[src/design/lbs_ram.sv]
// Generic single-write, single-read RAM with registered read data.
// No dependencies.
`timescale 1ns / 1ps
`default_nettype none

module lbs_ram #(
  parameter int WIDTH = 8,
  parameter int DEPTH = 256
) (
  input  logic                                    clk,
  input  logic                                    we,
  input  logic [(DEPTH > 1 ? $clog2(DEPTH) : 1)-1:0] waddr,
  input  logic [WIDTH-1:0]                        wdata,
  input  logic                                    re,
  input  logic [(DEPTH > 1 ? $clog2(DEPTH) : 1)-1:0] raddr,
  output logic [WIDTH-1:0]                        rdata
);

  logic [WIDTH-1:0] mem [DEPTH];

  always_ff @(posedge clk) begin
    if (we) begin
      mem[waddr] <= wdata;
    end
    if (re) begin
      rdata <= mem[raddr];
    end
  end

endmodule

`default_nettype wire

[config.mk]
export PLATFORM = sky130hd
export DESIGN_NAME = lbs_ram
export DESIGN_NICKNAME = d
export VERILOG_FILES = /design/src/design/lbs_ram.sv
export SDC_FILE = /design/constraint.sdc
export NUM_CORES = 2
export LEC_CHECK = 0
export ABC_AREA = 1
export BUFFER_PORTS_ARGS = -buffer_cell sky130_fd_sc_hd__buf_2
export CORE_ASPECT_RATIO = 2
export CORE_MARGIN = 3
export CORE_UTILIZATION = 24
export DETAILED_ROUTE_END_ITERATION = 10
export MAX_ROUTING_LAYER = met4
export PLACE_DENSITY = 0.34
export SLEW_MARGIN = 10
export SYNTH_ARGS = -nofsm -noshare
export SYNTH_HDL_FRONTEND = slang
export SYNTH_SLANG_ARGS = --single-unit
[constraint.sdc]
create_clock -name clk -period 5.2 [get_ports clk]
set_input_delay 0.78 -clock clk [delete_from_list [all_inputs] [get_ports clk]]
set_output_delay 0.78 -clock clk [all_outputs]
set_load 0.02 [all_outputs]
* Word-level counts from Yosys, hierarchy flattened
Memories as Yosys holds them, arrays and structs flattened. A register that Yosys moved wholly into a read port is not among the register bits.
Index checks and enable logic that the tools add are counted.
Widths: inputs -> output; s select.
** Storage, ports and cells
- Bits in registers :: 0
- Memory bits (writable) :: 2048
- Input bits :: 27
- Output and inout port bits :: 8
- Logic and storage cells :: 3
- Memories :: 1
** Memory list
- mem :: words 256, bits a word 8, read ports 1, clocked after Yosys merged registers in 1, wr ports 1, line 19 : logic [WIDTH-1:0] mem [DEPTH];
** Operators by class
- Muxes and demuxes :: 2
** Operator list (number)
- $mux 1 :: 2

* Longest topological paths before layout
- Depth in word-level cells :: 2
- Mapped depth :: 15
- Mapped depth without buffers :: 11

* Least setup slack after synthesis
No wires, ideal clock.
- Kind :: input port to flip-flop
- Start point :: input we
- End point :: memory mem[162][0], enable pin
- Library setup time :: 0.370 ns
- Arrival :: 1.901 ns
- Data required time :: 4.830 ns
- Path slack :: 2.929 ns
- Stages on the path :: 4
- Path buffers :: 2
- Cells stage by stage :: clkbuf_1 -> nand3_1 -> clkbuf_1 -> nor2_1
** Between the ends
- Cells in the longest elaborated chain, start to end :: 2
** RTL lines
- from (decl) :: line 11 : input logic we,
- $mux 1 :: line 22 : if (we) begin
- $mux 1 (implied by the code) :: line 23 : mem[waddr] <= wdata;
- to (decl) :: line 19
No other way between the ends.

==> insert_results.sql <==
INSERT INTO impl_metrics (metric_group, metric, value, unit) VALUES
('detailed_routing', 'routed-via-count', '53200', ''),
('timing', 'hold_slack', '0.357', 'ns'),
('clock_network', 'clockRootBuffer', 'sky130_fd_sc_hd__clkbuf_16', ''),
('global_route', 'number_of_antenna_violations_at_the_first_check_in_global_routing', '21', ''),
('worst_setup_path', 'worst_setup_path_end_kind', 'register', ''),
('timing', 'headroom_to_the_max_slew_limit', '0.205', ''),
('pwr', 'design_power_total', '34400', 'uW'),
('pwr', 'p_per_area', '363', 'nW/um^2'),
('yosys', 'synth.ff_latch_count', '2056', ''),
('die', 'die_height', '840', 'um'),
('timing', 'timing_worst_slew_pin_value', '1.19', 'ns'),
('global_route', 'grt_overflow', '0', ''),
('detailed_routing', 'routedWlPerCell', '26.1', 'um'),
('clock_network', 'tritoncts.num_buffers', '196', ''),
('die', 'row_count', '305', ''),
('yosys', 'yosysTopAreaCellShare', '0.740', ''),
('die', 'core_area', '346000', 'sq um'),
('finish', 'finalNetCount', '6936', ''),
('die', 'die_width', '423', 'um'),
('clock_network', 'max-clock-path-buffers', '4', ''),
('timing', 'hold_viol', '0', ''),
('hold_path', 'timing.hold.worst.class', 'input pin to register', ''),
('timing', 'max_freq', '0.313', 'GHz'),
('detailed_routing', 'drtPass1Iterations', '5', ''),
('yosys', 'synth.distinct_cells', '13', ''),
('detailed_routing', 'routed_wl', '305000', 'um'),
('timing', 'totalNegativeSetupSlack', '0', 'ns'),
('finish', 'share_of_cells_above_drive_strength_1', '0.0646', ''),
('place', 'routabilityCongestion', '0.784', ''),
('timing', 'setup_viol_count_final', '0', ''),
('die', 'io_pins', '35', ''),
('yosys', 'ranking_of_synthesized_cells_by_area', 'sky130_fd_sc_hd__edfxtp_1 (74%), sky130_fd_sc_hd__nand3_1 (12%), sky130_fd_sc_hd__nand2_1 (9.5%)', ''),
('clock_network', 'hold_buffers', '0', ''),
('timing', 'post-route-period-util', '0.614', ''),
('worst_setup_path', 'worstPathRequired', '5.81', 'ns'),
('timing', 'setup_slack', '2.01', 'ns'),
('clock_network', 'post_cts_buffers', '0', ''),
('detailed_routing', 'drt_first_iter_violations', '3605', ''),
('yosys', 'syn_nets', '7030', ''),
('detailed_routing', 'vias_per_cell', '4.56', ''),
('place', 'dp_hpwl', '184000', 'um'),
('place', 'worst_setup_slack_after_placement', '1.06', 'ns'),
('yosys', 'yosysWarnings', '0', ''),
('clock_network', 'worst_setup_hold_path_clk_slew', '0.07', 'ns'),
('global_route', 'grt_first_pass_wirelength', '431000', 'um'),
('worst_setup_path', 'critPathKind', 'input pin to register', ''),
('yosys', 'post-synth-top-area-cell', 'sky130_fd_sc_hd__edfxtp_1', ''),
('die', 'dieArea', '355000', 'sq um'),
('yosys', 'syn_inst', '7003', ''),
('flow_run', 'cap_viol_max_count', '0', ''),
('pwr', 'power_leakage', '0.0315', 'uW'),
('place', 'port_buffers', '34', ''),
('yosys', 'synth.avg_cell_area', '11.9', 'sq um'),
('detailed_routing', 'drc', '0', ''),
('timing', 'period_needed', '3.19', 'ns'),
('clock_network', 'cts_htree_levels', '4', ''),
('worst_setup_path', 'arrival_time_of_the_worst_setup_path', '3.81', 'ns'),
('finish', 'area.growth.synth_to_final', '13.4', '%'),
('worst_setup_path', 'startpoint_type', 'input pin', ''),
('pwr', 'power.ir.vdd_worst', '0.263', 'mV'),
('status', 'status', 'completed', ''),
('finish', 'finalCoreUtilization', '0.274', ''),
('global_route', 'global_route.usage.total', '0.173', ''),
('clock_network', 'cts_sinks', '2056', ''),
('clock_network', 'worst_skew_pair.late_latency', '0.86', 'ns'),
('global_route', 'grt_max_degree', '152', ''),
('clock_network', 'tritoncts_clock_tree', 'yes', ''),
('detailed_routing', 'drtAntennaViolNets', '0', ''),
('timing', 'skew', '0.0356', 'ns'),
('yosys', 'synth.cell_area', '83500', 'sq um'),
('timing', 'timing.final.max_slew_violations', '0', ''),
('yosys', 'yosysSeqAreaShare', '0.740', ''),
('clock_network', 'cts_resized', '0', ''),
('global_route', 'grt_pass1_vias', '53800', ''),
('worst_setup_path', 'cp_max_fo', '49', ''),
('die', 'starting_utilization_of_the_core_area', '0.241', ''),
('timing', 'grt_setup_unrepaired', 'no', '');
[through the flow]
step / cells / area [sq um]
after global routing: 11700 / 94600
after floorplan: 7003 / 83500
after CTS: 11700 / 94600
after global placement: 11300 / 88900
after detailed placement: 11300 / 88900
final: 11700 / 94700
[worst max-delay path: stages]
cell,delay (ns)
sky130_fd_sc_hd__buf_8,0.22
sky130_fd_sc_hd__inv_8,0.51
sky130_fd_sc_hd__buf_12,0.32
sky130_fd_sc_hd__nand3_1,0.13
sky130_fd_sc_hd__nand3_1,0.16
sky130_fd_sc_hd__nand3_1,0.19
sky130_fd_sc_hd__nand3_1,0.15
sky130_fd_sc_hd__nand3_1,0.51
sky130_fd_sc_hd__nand3_1,0.38
sky130_fd_sc_hd__nand2_1,0.08
sky130_fd_sc_hd__nand2_1,0.07
sky130_fd_sc_hd__nand2_1,0.06
[layout by cell type (no fill, tap or decap), drive strengths merged]
master	netlist	final
buf	371	191
diode	0	14
edfxtp	2056	2056
nor2	283	283
clkbuf	112	247
nand3	2019	2019
clkinv	0	78
nand2	2123	2123
clkinvlp	0	4
bufinv	0	6
inv	39	39
[cell type report]
| type | instances | area (sq um) |
|---|---|---|
| clock buffers | 247 | 5200 |
| multi-input cells | 4425 | 19200 |
| well taps | 4605 | 5760 |
| fillers | 36000 | 251000 |
| inverters | 39 | 184 |
| repair buffers | 191 | 2020 |
| diodes | 14 | 35.0 |
| clock inverters | 88 | 547 |
| flip-flops and latches | 2056 | 61700 |
[per-layer routing]
layer	vias to the layer above	part of all wire	wire length [um]	global-route usage
met5	-	0	0	-
met4	0	0.040	12200	0.0635
met3	395	0.030	9100	0.0173
met2	984	0.55	167000	0.324
met1	27200	0.38	117000	0.188
li1	24600	-	-	-
[sequential cells by signal (all words and copies together) (netlist names)]
register and count:
mem 2048, rdata 8
[power breakdown]
group / internal [uW] / switching (uW)
clock network: 7330 / 6440
logic: 506 / 1810
registers: 18300 / 20.3
total: 26100 / 8270
[synthesized netlist by cell type, drive strengths merged]
master and number:
clkbuf 112, inv 39, nand2 2123, nor2 283
edfxtp 2056, nand3 2019, buf 371
[cell families (layout without fill, tap and decap cells)]
logic type	Yosys count	count (layout)	synth area share
buffers and inverters	522	565	0.0312
flip-flops	2056	2056	0.740
AND/OR/NAND/NOR	4425	4425	0.229
other	0	14	0
[final timing paths]
check        depth (start not counted)          to  slack (ns)         from
max reg2reg                         10    rdata[2]        2.76  mem[129][2]
min                                  1  mem[58][2]        0.36     wdata[2]
min reg2reg                         10    rdata[5]        1.08    mem[8][5]
max                                 12    rdata[0]        2.01     raddr[1]
Note: power is estimated with default switching activity, not from simulation.
