<file path="src/design/lbs_pkg.sv">
// Shared types and constants of the locked background subtractor.
// No dependencies; imported by the classify, update, top-level and checker modules.
`timescale 1ns / 1ps
`default_nettype none

package lbs_pkg;

  localparam int PIXEL_W  = 8;
  localparam int IDX_W    = 17;
  localparam int THRESH_W = 9;
  localparam int LIMIT_W  = 16;
  localparam int ALPHA_W  = 9;
  localparam int PROD_W   = 17;
  localparam int LABEL_W  = 2;
  localparam int CFG_AW   = 4;
  localparam int CFG_DW   = 32;

  localparam logic OP_PROCESS = 1'b0;
  localparam logic OP_PRIME   = 1'b1;

  localparam logic [LABEL_W-1:0] LABEL_BG     = 2'd0;
  localparam logic [LABEL_W-1:0] LABEL_SHADOW = 2'd1;
  localparam logic [LABEL_W-1:0] LABEL_FG     = 2'd2;

  // register index codes, paddr[3:2]
  localparam logic [1:0] REG_DIFF_THRESHOLD = 2'd0;
  localparam logic [1:0] REG_WARM_START     = 2'd1;
  localparam logic [1:0] REG_GHOST_LIMIT    = 2'd2;
  localparam logic [1:0] REG_BLEND_ALPHA    = 2'd3;

  localparam logic [THRESH_W-1:0] DIFF_THRESHOLD_RST = 9'd30;
  localparam logic [LIMIT_W-1:0]  WARM_START_RST     = 16'd10;
  localparam logic [LIMIT_W-1:0]  GHOST_LIMIT_RST    = 16'd100;
  localparam logic [ALPHA_W-1:0]  BLEND_ALPHA_RST    = 9'd13;
  localparam logic [ALPHA_W-1:0]  ALPHA_ONE          = 9'd256;

  typedef struct packed {
    logic opcode;
    logic in_range;
    logic shadow;
  } lbs_ctrl_t;

endpackage

`default_nettype wire

</file>
<file path="src/design/lbs_classify.sv">
// Stage 2 load: gray difference against threshold, run counter increment.
// Depends on lbs_pkg.
`timescale 1ns / 1ps
`default_nettype none

module lbs_classify #(
  parameter int COUNT_WIDTH = 16,
  parameter int ADDR_W      = 17
) (
  input  logic                          clk,
  input  logic                          rst,
  input  logic                          en,
  input  logic                          in_valid,
  input  lbs_pkg::lbs_ctrl_t            in_ctrl,
  input  logic [ADDR_W-1:0]             in_addr,
  input  logic [lbs_pkg::PIXEL_W-1:0]   in_pixel,
  input  logic [lbs_pkg::PIXEL_W-1:0]   in_bg,
  input  logic [COUNT_WIDTH-1:0]        in_bg_count,
  input  logic [COUNT_WIDTH-1:0]        in_fg_count,
  input  logic                          in_lock,
  input  logic [lbs_pkg::THRESH_W-1:0]  diff_threshold,
  output logic                          out_valid,
  output lbs_pkg::lbs_ctrl_t            out_ctrl,
  output logic [ADDR_W-1:0]             out_addr,
  output logic [lbs_pkg::PIXEL_W-1:0]   out_pixel,
  output logic [lbs_pkg::PIXEL_W-1:0]   out_bg,
  output logic                          out_lock,
  output logic                          out_hit,
  output logic [COUNT_WIDTH-1:0]        out_count
);
  import lbs_pkg::*;

  logic [PIXEL_W-1:0]     diff;
  logic                   hit;
  logic [COUNT_WIDTH-1:0] count_inc;

  assign diff      = (in_bg >= in_pixel) ? (in_bg - in_pixel) : (in_pixel - in_bg);
  assign hit       = ({1'b0, diff} < diff_threshold);
  // counters wrap at 2^COUNT_WIDTH
  assign count_inc = hit ? (in_bg_count + COUNT_WIDTH'(1)) : (in_fg_count + COUNT_WIDTH'(1));

  always_ff @(posedge clk) begin
    if (rst) begin
      out_valid <= 1'b0;
    end else if (en) begin
      out_valid <= in_valid;
    end
  end

  always_ff @(posedge clk) begin
    if (en) begin
      out_ctrl  <= in_ctrl;
      out_addr  <= in_addr;
      out_pixel <= in_pixel;
      out_bg    <= in_bg;
      out_lock  <= in_lock;
      out_hit   <= hit;
      out_count <= count_inc;
    end
  end

endmodule

`default_nettype wire

</file>
<file path="config.mk">
export PLATFORM = sky130hd
export DESIGN_NAME = lbs_classify
export DESIGN_NICKNAME = d
export VERILOG_FILES = /design/src/design/lbs_pkg.sv /design/src/design/lbs_classify.sv
export SDC_FILE = /design/constraint.sdc
export NUM_CORES = 1
export LEC_CHECK = 0
export BUFFER_PORTS_ARGS = -buffer_cell sky130_fd_sc_hd__buf_2
export CORE_ASPECT_RATIO = 0.5
export CORE_MARGIN = 1.5
export CORE_UTILIZATION = 40
export CTS_BUF_LIST = sky130_fd_sc_hd__clkbuf_4
export CTS_CLUSTER_SIZE = 30
export DETAILED_ROUTE_END_ITERATION = 8
export HOLD_SLACK_MARGIN = 0.1
export PLACE_DENSITY = 0.72
export SLEW_MARGIN = 0
export SYNTH_ARGS = -nofsm -noshare
export SYNTH_HDL_FRONTEND = slang
export SYNTH_SLANG_ARGS = --single-unit
export TNS_END_PERCENT = 20
</file>
<file path="constraint.sdc">
create_clock -name clk -period 4.16 [get_ports clk]
set_clock_uncertainty 0.1 [all_clocks]
set_input_delay 0.208 -clock clk [delete_from_list [all_inputs] [get_ports clk]]
set_output_delay 0.208 -clock clk [all_outputs]
set_load 0.005 [all_outputs]
</file>
Word level (Yosys, flattened, before mapping) --
Cells that the tools add are included.
Storage, ports and cells: memories kept 0, bits in latches 0, bits of input ports 82, RAM bits 0, bits in read-only memories 0, register bits after elaboration 55, output and inout port bits 55
Operators by class: shifts and indexed selects 0, magnitude comparators 2, bitwise gates (word level) 0, equality and inequality tests 0, multiplexer cells 2, multiply operators 0, div/mod/pow operators 0, add/sub/neg operators 4, reduce and logical (&&, ||, !) cells 0
Operators by type and width (count):
- adder 16 x 1 -> 16 bit (second input constant) | 2
- 2-to-1 mux 16 bit | 1
- subtractor 8 bit | 2
- less-than comparator 8 x 9 -> 1 bit | 1
- >= comparator 8 bit | 1
- 2-to-1 mux 8 bit | 1

Longest topological paths before layout --
Gate-level depths: netlist (run 1).
word-level depth 4, depth in mapped cells 21

Worst setup path before layout (run 1) --
OpenSTA, ideal clock, no wires.
kind input to register, start point in in_bg[0] in the netlist's numbering, end point reg out_count[14], data pin, stages 20, data arrival time 3819 ps, setup time 261 ps, path slack -19 ps, buffers on the path 1, cell sequence inv_1 > ha_1 > inv_1 > fa_1 > nand3_1 > a21oi_1 > o22ai_4 > mux2_1 > ha_1 > a21boi_1 > o221ai_1 > a221oi_2 > buf_6 > mux2_1 > ha_1 > nand4_1 > nor2_1 > and3_1 > xnor2_1 > mux2i_1
On the way: longest elaborated chain between the ends 4, elaborated cells on any way between the ends 6
Ends and longest elaborated chain:
- start: declaration | line lbs_classify.sv:17 | input logic [lbs_pkg::PIXEL_W-1:0] in_bg,
- subtractor 8 bit / >= comparator 8 bit (equally long branches) | line lbs_classify.sv:37 | assign diff = (in_bg >= in_pixel) ? (in_bg - in_pixel) : (in_pixel - in_bg);
- 2-to-1 mux 8 bit * | line lbs_classify.sv:37
- less-than comparator 8 x 9 -> 1 bit * | line lbs_classify.sv:38 | assign hit = ({1'b0, diff} < diff_threshold);
- 2-to-1 mux 16 bit * | line lbs_classify.sv:40 | assign count_inc = hit ? (in_bg_count + COUNT_WIDTH'(1)) : (in_fg_count + COUNT_WIDTH'(1));
- via count_inc[14] | line lbs_classify.sv:35 | logic [COUNT_WIDTH-1:0] count_inc;
- end signal: assignment | line lbs_classify.sv:58 | out_count <= count_inc;
- end: declaration | line lbs_classify.sv:29 | output logic [COUNT_WIDTH-1:0] out_count
The timed path passes the listed nets; every way through them passes the cells marked *. A chain may end at the register's enable or synchronous reset.

Final worst setup path (run 1) --
start point in in_pixel[4] in the netlist's numbering, end point reg out_count[14], data pin
On the way: longest elaborated chain between the ends 4, elaborated cells on any way between the ends 6
Ends and longest elaborated chain:
- start: declaration | line lbs_classify.sv:16 | input logic [lbs_pkg::PIXEL_W-1:0] in_pixel,
- subtractor 8 bit / >= comparator 8 bit (equally long branches) | line lbs_classify.sv:37
- 2-to-1 mux 8 bit * | line lbs_classify.sv:37
- less-than comparator 8 x 9 -> 1 bit * | line lbs_classify.sv:38
- 2-to-1 mux 16 bit * | line lbs_classify.sv:40
- via count_inc[14] | line lbs_classify.sv:35
Marks and branches as above.

==> impl_metrics.toml, run 1 <==
[synthesis]
synth_commonest_cells = "edfxtp_1 (54), inv_1 (29), ha_1 (23)"
post_synth_num_cell_types = 43
syn_area_mm2 = 0.00321
synthCells = 274
count_of_flip_flops_with_a_built_in_enable_after_synthesis = 54
yosys_register_bits = 55
leading_cell_types_by_total_area_after_synthesis = "edfxtp_1 (50%), ha_1 (9.0%), xor2_1 (4.6%)"
yosys.area.top_type = "edfxtp_1"
synth_ff_type = "edfxtp_1"
post-synth-top-count-cell = "edfxtp_1"
mappedNetlistNets = 381
asyncSetResetFlopFracSynth_pct = 0
synth_top_area_share_pct = 50.5
seq_area_frac_synth_pct = 51.1
synthesis.yosys.warnings = 0
average_instance_area_after_synthesis_um2 = 11.7

[route]
vias_per_cell = 4.64
drt_pass1_iterations = 4
totalWireLength_um = 8170
routed-via-count = 2799
post-route-drc-count = 0
detail-route-antenna-nets = 0
detail_route.iter0.violations = 95
wl_per_cell_um = 13.6

[clock_tree]
worst_setup_hold_path_clk_slew_ns = 0.15
clock_sinks = 55
clock_latency_of_the_later_clocked_register_in_the_worst_skew_pair_ns = 0.37
cts_root_buf = "clkbuf_4"
cts_max_level = 2
tritoncts = "built"
cts_made_buffers = 5
clock_path_buffers = 2

[floorplan]
fp.coreArea_mm2 = 0.00754
fp.dieH_um = 66.4
design.die.area_mm2 = 0.00861
io_pins = 137
std_cell_rows = 22
initial_core_util_pct = 42.6
dieWidth_um = 130

[global_routing]
all_layer_gr_usage_pct = 18.5
antenna_found_initial = 0
maximum_number_of_pins_on_one_net_before_global_route_repair = 56
global_route.overflow_total = 0
grt_pass1_vias = 2670
grt_first_pass_wirelength_um = 12100

[worst_setup_path]
length_in_cells_of_the_worst_reg_to_reg_path = 3
required_time_worst_endpoint_ns = 4.19
crit_path_end_kind = "flip-flop"
startpoint_types = "primary input"
crit_fanout = 5
critPathKind = "primary input to flip-flop"
timing.critical_path.arrival_ns = 4.05

[placement]
io_buffers = 136
gpl.final_weighted_congestion = 0.856
post_dp_cell_area_mm2 = 0.00424
dp.final_hpwl_um = 5670

[power_and_ir_drop]
design_power_total_uw = 1490
power_report.internal_total_uw = 1080
switching_power_share_of_the_total_pct = 27.6
power_frac_clock_pct = 19.8
pwr-share-comb_pct = 33.6
power.leakage_uw = 0.00224
irDropWorstVdd_uv = 148
share_seq_of_total_power_pct = 46.5
power_density_mw_per_mm2 = 303
switchingPower_uw = 412

[worst_hold_path]
worstHoldPathCells = 3
hold_class = "primary input to flip-flop"

[job]
max_cap_viol_count = 0

[timing]
highest_achievable_clock_rate_mhz = 249
timing.final.setup_violations = 0
layout_worst_path_cycle_share_pct = 96.7
hold_viol = 0
fin_crit_period_ns = 4.02
final.setup.tns_ns = 0
relSlewSlack_pct = 55.0
final_number_of_max_transition_violations = 0
hold_ws_ns = 0.129
worst_margin_slew_ns = 0.675

[outcome]
outcome = "completed"

[layout]
antenna_cells_inserted = 0
fin_nets = 601
post-route-util_pct = 65.3
areaGrowthSynthToFinish_pct = 53.3
postLayoutCellArea_mm2 = 0.00493
drive_gt1_share_pct = 43.0
-- worst paths after layout --
path	start	end	slack [ns]
hold / removal	in_bg_count[13]	out_count[13]	0.13
hold reg to reg	out_valid	out_valid	0.98
setup reg to reg	out_valid	out_valid	2.90
setup / recovery	in_pixel[4]	out_count[14]	0.14
-- critical path, cell delays in order --
cell	delay, ns
buf_2	0.11
dlygate4sd3_1	0.56
buf_4	0.14
ha_1	0.26
a21oi_2	0.18
o21ai_0	0.12
mux2i_1	0.18
xnor2_1	0.15
ha_1	0.27
a21o_1	0.19
a211oi_2	0.23
a221oi_2	0.09
buf_4	0.16
mux2_4	0.32
ha_4	0.18
nand4_1	0.16
nor2_2	0.08
and3_1	0.19
xnor2_1	0.14
mux2i_1	0.10
-- what timing repair did --
action,4_1_cts,5_1_grt
buffers inserted,0,6
endpoints found under the hold margin,41,0
setup endpoints to repair,0,5
gates resized for setup,0,31
hold buffers,43,0
-- kinds of logic after synthesis --
family          after synthesis  share of synthesized area, %
mux                          17                          5.41
fa+ha+maj                    25                          10.2
simple gates                 73                          11.3
xor+xnor                     32                          8.72
flops                        55                          51.1
buf+inv                      35                          4.52
compound gates               37                          8.80
-- routing by layer --
layer  wire [um]  GRT usage [%]  vias up
li1            -              -     1407
met1        3520           22.3     1300
met2        4200           33.6       80
met3         305           3.56       12
met4         139           6.25        0
met5           0              0        -
-- power groups by stage --
| stage | combinational [uW] | clock (uW) | sequential [uW] |
|---|---|---|---|
| floorplan | 207 | 0 | 717 |
| global placement | 404 | 0 | 705 |
| detailed placement | 409 | 0 | 707 |
| CTS | 443 | 307 | 694 |
| global route | 550 | 332 | 700 |
| finish | 502 | 295 | 694 |
-- sequential cells by signal, indices dropped and copies added, names as in the netlist --
register	count
out_hit	1
out_lock	1
out_bg	8
out_pixel	8
out_addr	17
out_count	16
out_ctrl	3
out_valid	1
-- final cells by class --
| cell class | instances | area, um^2 |
|---|---|---|
| Sequential cell | 55 | 1640 |
| Fill cell | 612 | 2620 |
| Clock inverter | 2 | 37.5 |
| Multi-Input combinational cell | 184 | 1550 |
| Tap cell | 108 | 135 |
| Inverter | 31 | 116 |
| Timing Repair Buffer | 217 | 1400 |
| Clock buffer | 6 | 45.0 |
-- per-stage QoR --
step	std cells	setup slack, ns
final	603	0.136
after floorplan	274	0.00827
after CTS	597	0.0169
after global routing	603	-0.0661
after global placement	546	-0.334
after detailed placement	546	-0.410
-- placed cells by master (no fill, tap or decap), types with 2 or more instances in the layout --
cell type,instances
ha_1,19
a21o_1,4
a21oi_2,5
clkbuf_4,6
buf_6,2
mux2_4,2
ha_2,3
nand2b_1,2
nand4_1,5
and4_1,2
mux2i_1,12
nand2_1,21
dlygate4sd3_1,43
buf_4,36
nor3_1,2
a211oi_2,2
buf_2,136
inv_1,29
xnor2_1,15
and3_1,6
nor2_1,14
o21ai_1,8
o21a_1,3
xor2_1,17
nand3_1,11
a21oi_1,4
edfxtp_1,54
inv_2,2
o21ai_0,3
nor2b_1,2
Note: power is estimated with default switching activity, not from simulation.
==> run 2: changes to the inputs <==
--- a/config.mk
+++ b/config.mk
@@ -6,14 +6,15 @@
 export NUM_CORES = 1
 export LEC_CHECK = 0
 export BUFFER_PORTS_ARGS = -buffer_cell sky130_fd_sc_hd__buf_2
-export CORE_ASPECT_RATIO = 0.5
+export CELL_PAD_IN_SITES_DETAIL_PLACEMENT = 1
+export CELL_PAD_IN_SITES_GLOBAL_PLACEMENT = 1
 export CORE_MARGIN = 1.5
-export CORE_UTILIZATION = 40
+export CORE_UTILIZATION = 34
 export CTS_BUF_LIST = sky130_fd_sc_hd__clkbuf_4
 export CTS_CLUSTER_SIZE = 30
 export DETAILED_ROUTE_END_ITERATION = 8
 export HOLD_SLACK_MARGIN = 0.1
-export PLACE_DENSITY = 0.72
+export PLACE_DENSITY_LB_ADDON = 0.1
 export SLEW_MARGIN = 0
 export SYNTH_ARGS = -nofsm -noshare
 export SYNTH_HDL_FRONTEND = slang
==> impl_metrics.toml, run 2 (synthesis results as in run 1) <==
[outcome]
outcome = "completed"

[layout]
layout.cells.most_common = "buf_2"
drive_gt1_share_pct = 43.7
mostFrequentLayoutCells = "buf_2 (136), edfxtp_1 (54), dlygate4sd3_1 (44)"
seqCellArea_mm2 = 0.00164
biggestRegsByFlops = "out_addr (17), out_count (16)"
fin_nets = 598
regMostFlops = "out_addr"
multi_input_gate_area_in_the_final_layout_mm2 = 0.00160
filler_cell_count = 1051
postLayoutCellArea_mm2 = 0.00495
areaGrowthSynthToFinish_pct = 54.0
largest_reg_flops = 17
layoutNonFillerInstCount = 603
antenna_cells_inserted = 0

[job]
max_cap_viol_count = 0

[placement]
gpl.final_weighted_congestion = 0.793
dp_worst_setup_slack_ns = -0.452
post_dp_cell_area_mm2 = 0.00422
cells_after_dpl = 546
dp.final_hpwl_um = 6580
io_buffers = 136

[power_and_ir_drop]
share_seq_of_total_power_pct = 46.8
switchingPower_uw = 457
power_density_mw_per_mm2 = 300
switching_power_share_of_the_total_pct = 30.8
power_report.internal_total_uw = 1030
power.leakage_uw = 0.00223
power_frac_clock_pct = 17.7
pwr-share-comb_pct = 35.5
irDropWorstVdd_uv = 116

[floorplan]
std_cell_rows = 35
fp.dieH_um = 100
design.die.area_mm2 = 0.0100
initial_core_util_pct = 34.9
fp.coreArea_mm2 = 0.00920
dieWidth_um = 100
io_pins = 137

[timing]
highest_achievable_clock_rate_mhz = 246
hold_ws_ns = 0.121
worst_margin_slew_ns = 0.709
relSlewSlack_pct = 52.7
timing.final.setup_violations = 0
final.setup.tns_ns = 0
fin_crit_period_ns = 4.07
layout_worst_path_cycle_share_pct = 97.7
final_number_of_max_transition_violations = 0
setup_ws_ns = 0.0938
hold_viol = 0

[global_routing]
global_route.overflow_total = 0
grt_first_pass_wirelength_um = 13600
maximum_number_of_pins_on_one_net_before_global_route_repair = 56
grt_pass1_vias = 2875
all_layer_gr_usage_pct = 17.3
antenna_found_initial = 0

[route]
detail_route.iter0.violations = 53
vias_per_cell = 4.75
detail-route-antenna-nets = 0
wl_per_cell_um = 14.9
routed-via-count = 2866
drt_pass1_iterations = 4
post-route-drc-count = 0
totalWireLength_um = 8970

[worst_setup_path]
crit_fanout = 3
crit_path_end_kind = "flip-flop"
length_in_cells_of_the_worst_reg_to_reg_path = 3
timing.critical_path.arrival_ns = 4.12
critPathKind = "primary input to flip-flop"
required_time_worst_endpoint_ns = 4.22
startpoint_types = "primary input"

[clock_tree]
cts_root_buf = "clkbuf_4"
clock_path_buffers = 2
clock_latency_of_the_later_clocked_register_in_the_worst_skew_pair_ns = 0.39
clock_sinks = 55
cts_max_level = 2
tritoncts = "built"
worst_setup_hold_path_clk_slew_ns = 0.17
cts_made_buffers = 5

[worst_hold_path]
worstHoldPathCells = 3
hold_class = "primary input to flip-flop"
## run 2: per-stage QoR
| step | total power [uW] | util, % |
|---|---|---|
| global placement | 1110 | 45.9 |
| finish | 1480 | 53.8 |
| CTS | 1430 | 51.5 |
| floorplan | 923 | - |
| global route | 1570 | 53.8 |
| detailed placement | 1130 | 45.9 |
## run 2: critical path, cell delays in order
cell and delay, ns:
buf_2 0.10, dlygate4sd3_1 0.55, buf_4 0.14, ha_1 0.22
a21o_1 0.20, a21oi_2 0.18, nand3_2 0.12, and4_4 0.21
a2111oi_4 0.20, ha_1 0.32, a211oi_2 0.34, a221oi_4 0.14
mux2_4 0.34, ha_4 0.17, nand4_1 0.17, nor2_2 0.08
and3_1 0.16, xnor2_1 0.17, mux2i_1 0.10
## run 2: layout make-up
type	instances	area share [%]
Tap cell	111	2.81
Sequential cell	55	33.2
Inverter	31	2.35
Clock inverter	3	0.556
Timing Repair Buffer	214	28.0
Clock buffer	5	0.759
Multi-Input combinational cell	184	32.3
## run 2: final timing paths
kind,from,end,slack (ns)
max,in_pixel[2],out_count[14],0.09
min,in_fg_count[12],out_count[12],0.12
max reg2reg,out_valid,out_valid,2.90
min reg2reg,out_valid,out_valid,0.97
## run 2: power by group through the flow
stage	Sequential, uW	Clock, uW	Combinational, uW
floorplan	717	0	207
global placement	706	0	408
detailed placement	707	0	420
CTS	695	280	459
global route	701	295	579
finish	694	263	526
## run 2: metal layers
metal | GRT usage (%) | routed length, um | share of wire (%) | vias to the layer above
met5 | 0 | 0 | 0 | -
met4 | 5.09 | 201 | 2.2 | 0
met3 | 3.48 | 494 | 5.5 | 18
met2 | 33.6 | 4910 | 55 | 92
met1 | 18.6 | 3370 | 38 | 1352
li1 | - | - | - | 1404
## run 2: repair_timing
action                     CTS  global route
resized for setup            0            38
pin swaps                    1            15
buffers inserted             1             4
hold endpoints to repair    42             0
setup endpoints to repair    1             5
hold buffers                44             0
