==> src/design/lbs_pkg.sv <==
// Shared types and constants of the locked background subtractor.
// No dependencies; imported by the classify, update, top-level and checker modules.
`timescale 1ns / 1ps
`default_nettype none

package lbs_pkg;

  localparam int PIXEL_W  = 8;
  localparam int IDX_W    = 17;
  localparam int THRESH_W = 9;
  localparam int LIMIT_W  = 16;
  localparam int ALPHA_W  = 9;
  localparam int PROD_W   = 17;
  localparam int LABEL_W  = 2;
  localparam int CFG_AW   = 4;
  localparam int CFG_DW   = 32;

  localparam logic OP_PROCESS = 1'b0;
  localparam logic OP_PRIME   = 1'b1;

  localparam logic [LABEL_W-1:0] LABEL_BG     = 2'd0;
  localparam logic [LABEL_W-1:0] LABEL_SHADOW = 2'd1;
  localparam logic [LABEL_W-1:0] LABEL_FG     = 2'd2;

  // register index codes, paddr[3:2]
  localparam logic [1:0] REG_DIFF_THRESHOLD = 2'd0;
  localparam logic [1:0] REG_WARM_START     = 2'd1;
  localparam logic [1:0] REG_GHOST_LIMIT    = 2'd2;
  localparam logic [1:0] REG_BLEND_ALPHA    = 2'd3;

  localparam logic [THRESH_W-1:0] DIFF_THRESHOLD_RST = 9'd30;
  localparam logic [LIMIT_W-1:0]  WARM_START_RST     = 16'd10;
  localparam logic [LIMIT_W-1:0]  GHOST_LIMIT_RST    = 16'd100;
  localparam logic [ALPHA_W-1:0]  BLEND_ALPHA_RST    = 9'd13;
  localparam logic [ALPHA_W-1:0]  ALPHA_ONE          = 9'd256;

  typedef struct packed {
    logic opcode;
    logic in_range;
    logic shadow;
  } lbs_ctrl_t;

endpackage

`default_nettype wire

==> src/design/lbs_update.sv <==
// Stage 3 load: limit checks, new lock and counters, blend products.
// Depends on lbs_pkg.
`timescale 1ns / 1ps
`default_nettype none

module lbs_update #(
  parameter int COUNT_WIDTH = 16,
  parameter int ADDR_W      = 17
) (
  input  logic                         clk,
  input  logic                         rst,
  input  logic                         en,
  input  logic                         in_valid,
  input  lbs_pkg::lbs_ctrl_t           in_ctrl,
  input  logic [ADDR_W-1:0]            in_addr,
  input  logic [lbs_pkg::PIXEL_W-1:0]  in_pixel,
  input  logic [lbs_pkg::PIXEL_W-1:0]  in_bg,
  input  logic                         in_lock,
  input  logic                         in_hit,
  input  logic [COUNT_WIDTH-1:0]       in_count,
  input  logic [lbs_pkg::LIMIT_W-1:0]  warm_start_limit,
  input  logic [lbs_pkg::LIMIT_W-1:0]  ghost_limit,
  input  logic [lbs_pkg::ALPHA_W-1:0]  blend_alpha,
  output logic                         out_valid,
  output lbs_pkg::lbs_ctrl_t           out_ctrl,
  output logic [ADDR_W-1:0]            out_addr,
  output logic [lbs_pkg::PIXEL_W-1:0]  out_pixel,
  output logic                         out_hit,
  output logic                         out_lock,
  output logic [COUNT_WIDTH-1:0]       out_bg_count,
  output logic [COUNT_WIDTH-1:0]       out_fg_count,
  output logic [lbs_pkg::PROD_W-1:0]   out_prod_new,
  output logic [lbs_pkg::PROD_W-1:0]   out_prod_old
);
  import lbs_pkg::*;

  localparam int CMP_W = (COUNT_WIDTH > LIMIT_W) ? COUNT_WIDTH : LIMIT_W;

  logic                   over;
  logic                   lock_new;
  logic [COUNT_WIDTH-1:0] count_new;
  logic [COUNT_WIDTH-1:0] bg_count;
  logic [COUNT_WIDTH-1:0] fg_count;
  logic [ALPHA_W-1:0]     alpha;
  logic [ALPHA_W-1:0]     alpha_inv;

  assign over = in_hit ? (CMP_W'(in_count) > CMP_W'(warm_start_limit))
                       : (CMP_W'(in_count) > CMP_W'(ghost_limit));
  assign count_new = over ? '0 : in_count;

  always_comb begin
    if (in_ctrl.opcode == OP_PRIME) begin
      lock_new = 1'b0;
      bg_count = '0;
      fg_count = '0;
    end else if (in_hit) begin
      lock_new = over;
      bg_count = count_new;
      fg_count = '0;
    end else begin
      // ghost run: lock kept once the foreground run expires
      lock_new = over ? in_lock : 1'b1;
      bg_count = '0;
      fg_count = count_new;
    end
  end

  assign alpha     = (blend_alpha > ALPHA_ONE) ? ALPHA_ONE : blend_alpha;
  assign alpha_inv = ALPHA_ONE - alpha;

  always_ff @(posedge clk) begin
    if (rst) begin
      out_valid <= 1'b0;
    end else if (en) begin
      out_valid <= in_valid;
    end
  end

  always_ff @(posedge clk) begin
    if (en) begin
      out_ctrl     <= in_ctrl;
      out_addr     <= in_addr;
      out_pixel    <= in_pixel;
      out_hit      <= in_hit;
      out_lock     <= lock_new;
      out_bg_count <= bg_count;
      out_fg_count <= fg_count;
      out_prod_new <= PROD_W'(alpha) * PROD_W'(in_pixel);
      out_prod_old <= PROD_W'(alpha_inv) * PROD_W'(in_bg);
    end
  end

endmodule

`default_nettype wire

==> config.mk <==
export PLATFORM = sky130hd
export DESIGN_NAME = lbs_update
export DESIGN_NICKNAME = d
export VERILOG_FILES = /design/src/design/lbs_pkg.sv /design/src/design/lbs_update.sv
export SDC_FILE = /design/constraint.sdc
export NUM_CORES = 1
export LEC_CHECK = 0
export BUFFER_PORTS_ARGS = -buffer_cell sky130_fd_sc_hd__buf_2
export CAP_MARGIN = 20
export CORE_MARGIN = 2
export CORE_UTILIZATION = 56
export CTS_CLUSTER_SIZE = 16
export DETAILED_ROUTE_END_ITERATION = 8
export PLACE_DENSITY = 0.82
export SLEW_MARGIN = 40
export SYNTH_ARGS = -nofsm -noshare
export SYNTH_HDL_FRONTEND = slang
export SYNTH_SLANG_ARGS = --single-unit
==> constraint.sdc <==
create_clock -name clk -period 7.3 [get_ports clk]
set_input_delay 1.46 -clock clk [delete_from_list [all_inputs] [get_ports clk]]
set_output_delay 1.46 -clock clk [all_outputs]
set_load 0.05 [all_outputs]
== Word level (Yosys, flattened, before mapping) ==
Index checks and enable logic that the tools add are counted.

* Add/sub/neg operators: 1
* Multipliers: 2
* Div/mod/pow operators: 0
* $lt $le $gt $ge: 3
* Eq/ne operators: 0
* Shifts and indexed selects: 0
* Multiplexer cells: 5
* Bitwise operators: 1
* Reduce and logical (&&, ||, !) cells: 2

{| class="wikitable"
|+ Operators by type and width
! operator !! count
|-
| $mul 9x8->17 || 2
|-
| $gt 16x16->1 || 2
|-
| $mux 16 || 1
|-
| $gt 9x9->1 const B || 1
|-
| $mux 9 || 1
|-
| $sub 9x9->9 const A || 1
|-
| $reduce_or 2->1 || 2
|-
| $mux 1 || 3
|-
| $not 1->1 || 1
|}

* Register bits: 97
* Latch bits: 0
* RAM bits: 0
* Bits in read-only memories: 0
* Input bits: 99
* Memories: 0

== Depth between registers and ports, before layout ==
Gate-level depths: netlist (run 1).

* Word-level depth: 4
* Mapped depth: 22
* Mapped depth without buffers: 20

== Least setup slack after synthesis (run 1) ==
No wires, ideal clock.

* Kind: input-to-reg
* From: input port blend_alpha[8] (netlist bit)
* To: register out_prod_old[16] (netlist bit), data pin
* Setup time: 0.260 ns
* Data arrival time: 6.381 ns
* Data required time: 7.040 ns
* Slack: 0.659 ns
* Cell stages on the path: 22
* Cells stage by stage: clkbuf_1 > nor2b_1 > clkbuf_1 > inv_1 > ha_1 > o21ai_0 > a21boi_1 > nand2_1 > fa_1 > fa_1 > inv_1 > fa_1 > inv_1 > fa_1 > inv_1 > ha_1 > nor3_1 > nor2_1 > a31o_2 > a21oi_1 > a31oi_1 > xnor2_1

* Word-level cells in the longest chain between the ends: 4

{| class="wikitable"
|+ RTL lines
! item !! RTL line !! text
|-
| start: declaration || lbs_update.sv:23 || <nowiki>input logic [lbs_pkg::ALPHA_W-1:0] blend_alpha,</nowiki>
|-
| $gt 9x9->1 || lbs_update.sv:68 || <nowiki>assign alpha = (blend_alpha > ALPHA_ONE) ? ALPHA_ONE : blend_alpha;</nowiki>
|-
| $mux 9 (*) || lbs_update.sv:68 ||
|-
| $sub 9x9->9 (*) || lbs_update.sv:69 || <nowiki>assign alpha_inv = ALPHA_ONE - alpha;</nowiki>
|-
| $mul 9x8->17 (*) || lbs_update.sv:89 || <nowiki>out_prod_old <= PROD_W'(alpha_inv) * PROD_W'(in_bg);</nowiki>
|-
| end signal: assignment || lbs_update.sv:89 ||
|-
| end: declaration || lbs_update.sv:33 || <nowiki>output logic [lbs_pkg::PROD_W-1:0] out_prod_old</nowiki>
|}

Mark *: on every way between the ends. The rest lies on a longest branch, timed or not.
A chain may end at the register's enable or synchronous reset.

== Worst setup path after layout (run 1) ==
Same ends and word-level chain as after synthesis.

==> results.md, run 1 <==
* Status: completed
* CTS tree: yes
* Setup CP Type: in2reg
* Placed Area at 10090 µm²
* Vias in the first global route at 6184
* DRT iter0 DRCs at 226
* Final hold vios at 0
* Clk pwr share at between 20% and 30%
* Skew-Pair Late Insertion Delay at ~0.35 ns
* Rel. slew slack at 49.67%
* Slew @ Worst Pin at ~0.76 ns
* Post-CTS resize count at 0
* Routed Wire Length at ~18000 µm
* Sw Ratio at between 40% and 50%
* Reg power frac at a little over 30%
* Layout Skew at 0 ns
* Crit end category: flip-flop
* Synth area leader: edfxtp_1
* Routed vias at 6389
* Critical-path top delay cell: fa_1
* RSZ-0062 raised after global routing: no
* CTS Root Cell: clkbuf_16
* Synthesis-to-layout area growth at 17.33%
* Fin crit share at ~88%
* Filler cells at between 1000 and 1500
* Reg2reg end: out_valid$_SDFFE_PP0P_
* Most common flop cell mapped by yosys: edfxtp_1
* Worst r2r src: out_valid$_SDFFE_PP0P_
* Post-Syn Nets at 1131
* I/O Buffers at roughly 200
* Finished Cell Area at about 10000 µm²
* Cells after synthesis at 841
* Register area share after synthesis at between 30% and 40%
* Share of layout cells above drive strength 1 at ~22%
* Cell with the most instances after synthesis: inv_1
* Cts bufs inserted at 9
* Yosys reg bits at 97
* Largest net degree at the start of global routing at 59
* Peak fanout along the critical path at 9
* Vias per inst at roughly 5.1
* Period minus WS final at roughly 6.4 ns
* Slew Viols, Final at 0
* Cell Pwr Density at 238.7 nW/µm²
* WP data required at roughly 7.4 ns
* Die H at ~130 µm
* GRT Residual Overflow at 0
* Sum Neg Setup Slack at 0 ns
* Hold bufs inserted after CTS at 0
* Top cells by area, synth: edfxtp_1 (32%), fa_1 (19%), ha_1 (15%)
* Share of flip-flops with an asynchronous set or reset at 0%
* CP Cell Sequence: buf_2 > nor2b_1 > buf_4 > inv_1 > ha_1 > xnor2_1 > nand2_1 > fa_1 > fa_1 > inv_1 > fa_1 > inv_1 > fa_1 > inv_1 > ha_1 > nor3_1 > nor2_1 > a31o_2 > a21oi_1 > a31oi_1 > xnor2_1
* Peak supply drop at slightly below 0.2 mV
* Core ar. at between 15000 and 20000 µm²
* Min-delay worst type: reg2reg
* Initial antenna violation count at 4
* Avg Cell Area, Syn at 10.56 µm²
* Gr usage total at between 20% and 30%
* Critical Path Sink: out_prod_old[16]$_DFFE_PP_
* Longest Clk Path Bufs at 2
* Routability congestion estimate at ~0.83
* Comb pwr share at roughly half
* CTS sink count at between 90 and 100
* Yosys warns at 0
* Full die area at around 17000 µm²
* Synthesized area at 8880 µm²
* LEAKAGE at 5.136 nW
* CP peak stage delay at 0.55 ns
* Arrival time worst endpoint at around 6.5 ns
* Max Cap Viol at 0
* Dpl hpwl at roughly 15000 µm
* CP startpoint kind: primary input
* DRC viols at 0
* Distinct cell type count after synthesis at 58
* Synth top cells by count: inv_1 (158), and2_1 (123), ha_1 (107)
* Worst hold path startpoint: out_valid$_SDFFE_PP0P_
* # rows at 46
* Number of enable flip-flop cells after synthesis at 96
* Max Freq at about 160 MHz
* Switching Power at 1.054 mW
* Post-CTS setup buffers at 0
* R2R depth at 2
* Worst Setup SP: blend_alpha[8]
* Cell Int Power at roughly 1.4 mW
* Reg clk slew, reported paths at around 0.080 ns
* TritonRoute pass-1 iters at 4
* Setup Viol. Count Final at 0
* H-tree depth at 3
* Final net count at around 1300
* Post-route ant nets at 0
* Starting Density at between 50 and 60%
* I/O pins at between 150 and 200
* Hold Slack at ~0.50 ns
* Mean routed wirelength per cell at ~14 µm
* Die width at about 130 µm
* Synth top area share at between 30% and 40%
* FF-to-FF setup slack at roughly 6.7 ns
* First-pass GRT wire length at slightly below 30000 µm
## how the worst min path moves through the flow
stage / endpoint / depth (start not counted) / slack (ns)
6_report: out_valid$_SDFFE_PP0P_ / 2 / 0.50
3_3_place_gp: out_valid$_SDFFE_PP0P_ / 2 / 0.48
5_1_grt: out_valid$_SDFFE_PP0P_ / 2 / 0.52
4_1_cts: out_valid$_SDFFE_PP0P_ / 2 / 0.50
2_1_floorplan: out_valid$_SDFFE_PP0P_ / 2 / 0.73
3_5_place_dp: out_valid$_SDFFE_PP0P_ / 2 / 0.48
## cells in the final DEF, fill, tap and decap left out, types with 2 or more instances in the layout
master / synthesis / final
nand4_1: 2 / 2
nor2_1: 27 / 27
a21oi_1: 21 / 21
or3_1: 2 / 2
mux2i_1: 2 / 2
nand4_2: 2 / 2
o21bai_1: 2 / 2
inv_8: 0 / 4
nand2b_1: 2 / 2
buf_4: 0 / 7
nor3_1: 8 / 8
a31oi_1: 3 / 3
buf_2: 0 / 194
ha_1: 107 / 107
inv_1: 158 / 158
o2111ai_1: 3 / 3
xor2_1: 8 / 8
nand3_1: 8 / 8
edfxtp_1: 96 / 96
a211oi_1: 2 / 2
fa_1: 84 / 84
and2_1: 123 / 123
o311ai_0: 2 / 2
a221oi_1: 2 / 2
nor3_4: 2 / 2
nor4_1: 3 / 3
nor2b_1: 14 / 14
xnor2_1: 19 / 19
a21o_1: 4 / 4
nand2_1: 69 / 69
clkbuf_16: 0 / 9
diode_2: 0 / 3
nand4b_1: 2 / 2
o21a_1: 3 / 3
nor3b_1: 2 / 2
o21ai_1: 4 / 4
o21ai_0: 15 / 15
## power by group through the flow
stage | logic, mW | clock network [mW] | registers [mW]
after CTS | 1.23 | 0.527 | 0.761
after global placement | 1.19 | 0 | 0.770
final | 1.21 | 0.514 | 0.760
after detailed placement | 1.21 | 0 | 0.772
after floorplan | 0.626 | 0 | 1.09
after global routing | 1.36 | 0.537 | 0.771
## critical path: cells and delay by family
kind	cells	cell delay, ns
buffers and inverters	6	0.51
AO/OA/AOI/OAI	3	0.72
adder cells (fa/ha/maj)	6	2.71
AND/OR/NAND/NOR	4	0.50
XOR/XNOR	2	0.64
## stage by stage
| stage | setup slack [ns] | utilization (%) | std cells | power [mW] |
|---|---|---|---|---|
| 2_1_floorplan | 0.6588 | - | 841 | 1.718 |
| 3_3_place_gp | 0.5772 | 64.25 | 1241 | 1.962 |
| 3_5_place_dp | 0.4794 | 64.25 | 1241 | 1.985 |
| 4_1_cts | 0.8609 | 66.26 | 1257 | 2.515 |
| 5_1_grt | 0.4884 | 66.29 | 1259 | 2.666 |
| 6_report | 0.8771 | 66.31 | 1260 | 2.487 |
## final cells by class
type,count,area [µm²],share of cell area (%)
multi-input combinational,569,5305,50.92
sequential,97,2903,27.86
timing repair buffer,201,1023,9.823
inverter,158,593.1,5.692
tap,216,270.3,2.594
clock buffer,9,225.2,2.162
clock inverter,7,91.34,0.8767
antenna,3,7.507,0.07206
## cell families after synthesis
family / synth area share [%]
buffers and inverters: 7.567
XOR/XNOR: 2.663
AND/OR/NAND/NOR: 17.16
multiplexers: 0.2255
AO/OA/AOI/OAI: 5.679
adder cells (fa/ha/maj): 34.01
flip-flops: 32.69
## flip-flops by register name, indices dropped and copies added (netlist names)
register,flops
out_fg_count,16
out_hit,1
out_addr,17
out_pixel,8
out_prod_old,17
out_bg_count,16
out_valid,1
out_prod_new,17
out_lock,1
out_ctrl,3
## routing by layer
| metal | vias to the layer above | track usage (%) | routed length, µm |
|---|---|---|---|
| li1 | 3123 | - | - |
| met3 | 23 | 3.854 | 883 |
| met1 | 3100 | 28.90 | 7814 |
| met2 | 141 | 37.57 | 9178 |
| met4 | 2 | 7.337 | 332 |
| met5 | - | 0 | 13 |
No activity file was read; power rests on OpenSTA's default activity.
==> run 2: changes to the inputs <==
--- a/config.mk
+++ b/config.mk
@@ -11,6 +11,7 @@
 export CORE_UTILIZATION = 56
 export CTS_CLUSTER_SIZE = 16
 export DETAILED_ROUTE_END_ITERATION = 8
+export MAX_ROUTING_LAYER = met4
 export PLACE_DENSITY = 0.82
 export SLEW_MARGIN = 40
 export SYNTH_ARGS = -nofsm -noshare
==> results.md, run 2 (same netlist as run 1, synthesis figures left out) <==
* Final Power at 2.493 mW (+0.22%)
* Peak fanout along the critical path at 17 (+8)
* CP startpoint kind: primary input
* TritonRoute pass-1 iters at 4 (unchanged)
* Final net count at 1326 (unchanged)
* Flip-flop and latch area at 2903 µm² (unchanged)
* Biggest regs: out_addr (17), out_prod_new (17), out_prod_old (17)
* Peak supply drop at 0.2340 mV (+19%)
* Initial antenna violation count at 5 (+1)
* Routed vias at 6334 (-0.86%)
* WP data required at 7.42 ns (about the same)
* Largest net degree at the start of global routing at 59 (unchanged)
* # rows at 46 (unchanged)
* Dpl hpwl at 14670 µm (-0.97%)
* Starting Density at 56.51% (unchanged)
* Min-delay worst type: reg2reg
* RSZ-0062 raised after global routing: no
* Setup slack at placement at 0.3370 ns (-0.1425 ns)
* CP Cell Sequence: buf_2 > nor2b_1 > buf_4 > inv_1 > ha_1 > o21ai_0 > a21boi_1 > nand2_1 > fa_1 > fa_1 > inv_1 > fa_1 > inv_1 > fa_1 > inv_1 > ha_1 > nor3_1 > nor2_1 > a31o_2 > a21oi_1 > a31oi_1 > xnor2_1
* Max Freq at 151.3 MHz (-2.8%)
* Dpl cells at 1241 (unchanged)
* GRT Residual Overflow at 0 (unchanged)
* Cell Pwr Density at 239.0 nW/µm² (+0.12%)
* CTS tree: yes
* Cts bufs inserted at 9 (unchanged)
* Full die area at 16880 µm² (unchanged)
* Longest Clk Path Bufs at 2 (unchanged)
* Period minus WS final at 6.607 ns (+0.1844 ns)
* Most frequent cells in the layout: buf_2 (194), inv_1 (158), and2_1 (123)
* Max Cap Viol at 0 (unchanged)
* Layout Skew at 0 ns (unchanged)
* Routed Wire Length at 18330 µm (+0.60%)
* CTS sink count at 97 (unchanged)
* Slew Viols, Final at 0 (unchanged)
* Share of layout cells above drive strength 1 at 22.19% (unchanged)
* Gr usage total at 22.91% (+0.81 points)
* CTS Root Cell: clkbuf_16
* Die H at 129.9 µm (unchanged)
* LEAKAGE at 5.136 nW (about the same)
* Setup Viol. Count Final at 0 (unchanged)
* Filler cells at 1248 (unchanged)
* Routability congestion estimate at 0.8540 (+2.4%)
* Final hold vios at 0 (unchanged)
* Critical-path top delay cell: fa_1
* First-pass GRT wire length at 29460 µm (+0.26%)
* Crit end category: flip-flop
* Arrival time worst endpoint at 6.73 ns (+0.20 ns)
* Setup ws final at 0.6928 ns (-0.1844 ns)
* CP peak stage delay at 0.54 ns (about the same)
* Post-CTS resize count at 0 (unchanged)
* Multi-input combinational cell area at 5305 µm² (unchanged)
* Vias in the first global route at 6254 (+1.1%)
* Post-CTS setup buffers at 0 (unchanged)
* Die width at 129.9 µm (unchanged)
* Post-route ant nets at 0 (unchanged)
* Sum Neg Setup Slack at 0 ns (unchanged)
* Status: completed
* Mean routed wirelength per cell at 14.53 µm (+0.44%)
* I/O Buffers at 195 (unchanged)
* DRC viols at 0 (unchanged)
* DRT iter0 DRCs at 238 (+5.3%)
* Synthesis-to-layout area growth at 17.44% (about the same)
* Vias per inst at 5.019 (-1.0%)
* Commonest non-fill, non-tap cell in the layout: buf_2
* Slew @ Worst Pin at 0.7756 ns (+0.02057 ns)
* Rel. slew slack at 48.29% (-1.4 points)
* H-tree depth at 3 (unchanged)
* Setup CP Type: in2reg
* Fin crit share at 90.51% (+2.5 points)
* Non-Filler Instances at 1262 (+0.16%)
* Core ar. at 15710 µm² (unchanged)
* Skew-Pair Late Insertion Delay at 0.36 ns (about the same)
* I/O pins at 196 (unchanged)
* Hold bufs inserted after CTS at 0 (unchanged)
* Reg clk slew, reported paths at 0.08 ns (about the same)
[run 2: changes by cell type in the layout (fill, tap and decap cells not counted)]
cell / change
clkinv_4: +1
clkinv_8: +1
inv_8: -1
inv_6: -1
diode_2: +2
[run 2: cell type report]
class | instances | share of cell area, %
multi-input combinational | 569 | 50.87
sequential | 97 | 27.83
timing repair buffer | 201 | 9.814
inverter | 158 | 5.687
tap | 216 | 2.591
clock buffer | 9 | 2.160
clock inverter | 7 | 0.9238
antenna | 5 | 0.1200
[run 2: stage by stage]
stage / hold WS (ns) / area (µm²) / util [%]
final: 0.4973 / 10430 / 66.37
after floorplan: 0.7326 / 8880 / -
after global placement: 0.4750 / 10090 / 64.25
after CTS: 0.4994 / 10420 / 66.29
after detailed placement: 0.4847 / 10090 / 64.25
after global routing: 0.5356 / 10430 / 66.37
[run 2: power breakdown]
group	total [mW]	leakage [nW]	switching (mW)	internal, mW
combinational	1.22	4.04	0.802	0.415
sequential	0.759	0.937	0.0189	0.740
clock	0.517	0.154	0.240	0.277
[run 2: worst max-delay path, delay by kind of cell]
family | cells | cell delay (ns)
buf+inv | 6 | 0.57
simple gates | 4 | 0.54
xor+xnor | 1 | 0.15
fa+ha+maj | 6 | 2.67
compound gates | 5 | 1.34
[run 2: worst paths after layout]
path,end,start,depth (start not counted),slack (ns)
min,out_valid$_SDFFE_PP0P_,out_valid$_SDFFE_PP0P_,2,0.50
max,out_prod_old[16]$_DFFE_PP_,blend_alpha[8],22,0.69
max reg2reg,out_valid$_SDFFE_PP0P_,out_valid$_SDFFE_PP0P_,2,6.71
min reg2reg,out_valid$_SDFFE_PP0P_,out_valid$_SDFFE_PP0P_,2,0.50
[run 2: metal layers]
layer | vias to the layer above | GRT usage [%] | routed length [µm]
li1 | 3126 | - | -
met1 | 3039 | 29.76 | 8167
met2 | 152 | 37.14 | 9032
met3 | 17 | 3.854 | 878
met4 | 0 | 7.084 | 254
met5 | - | - | 0
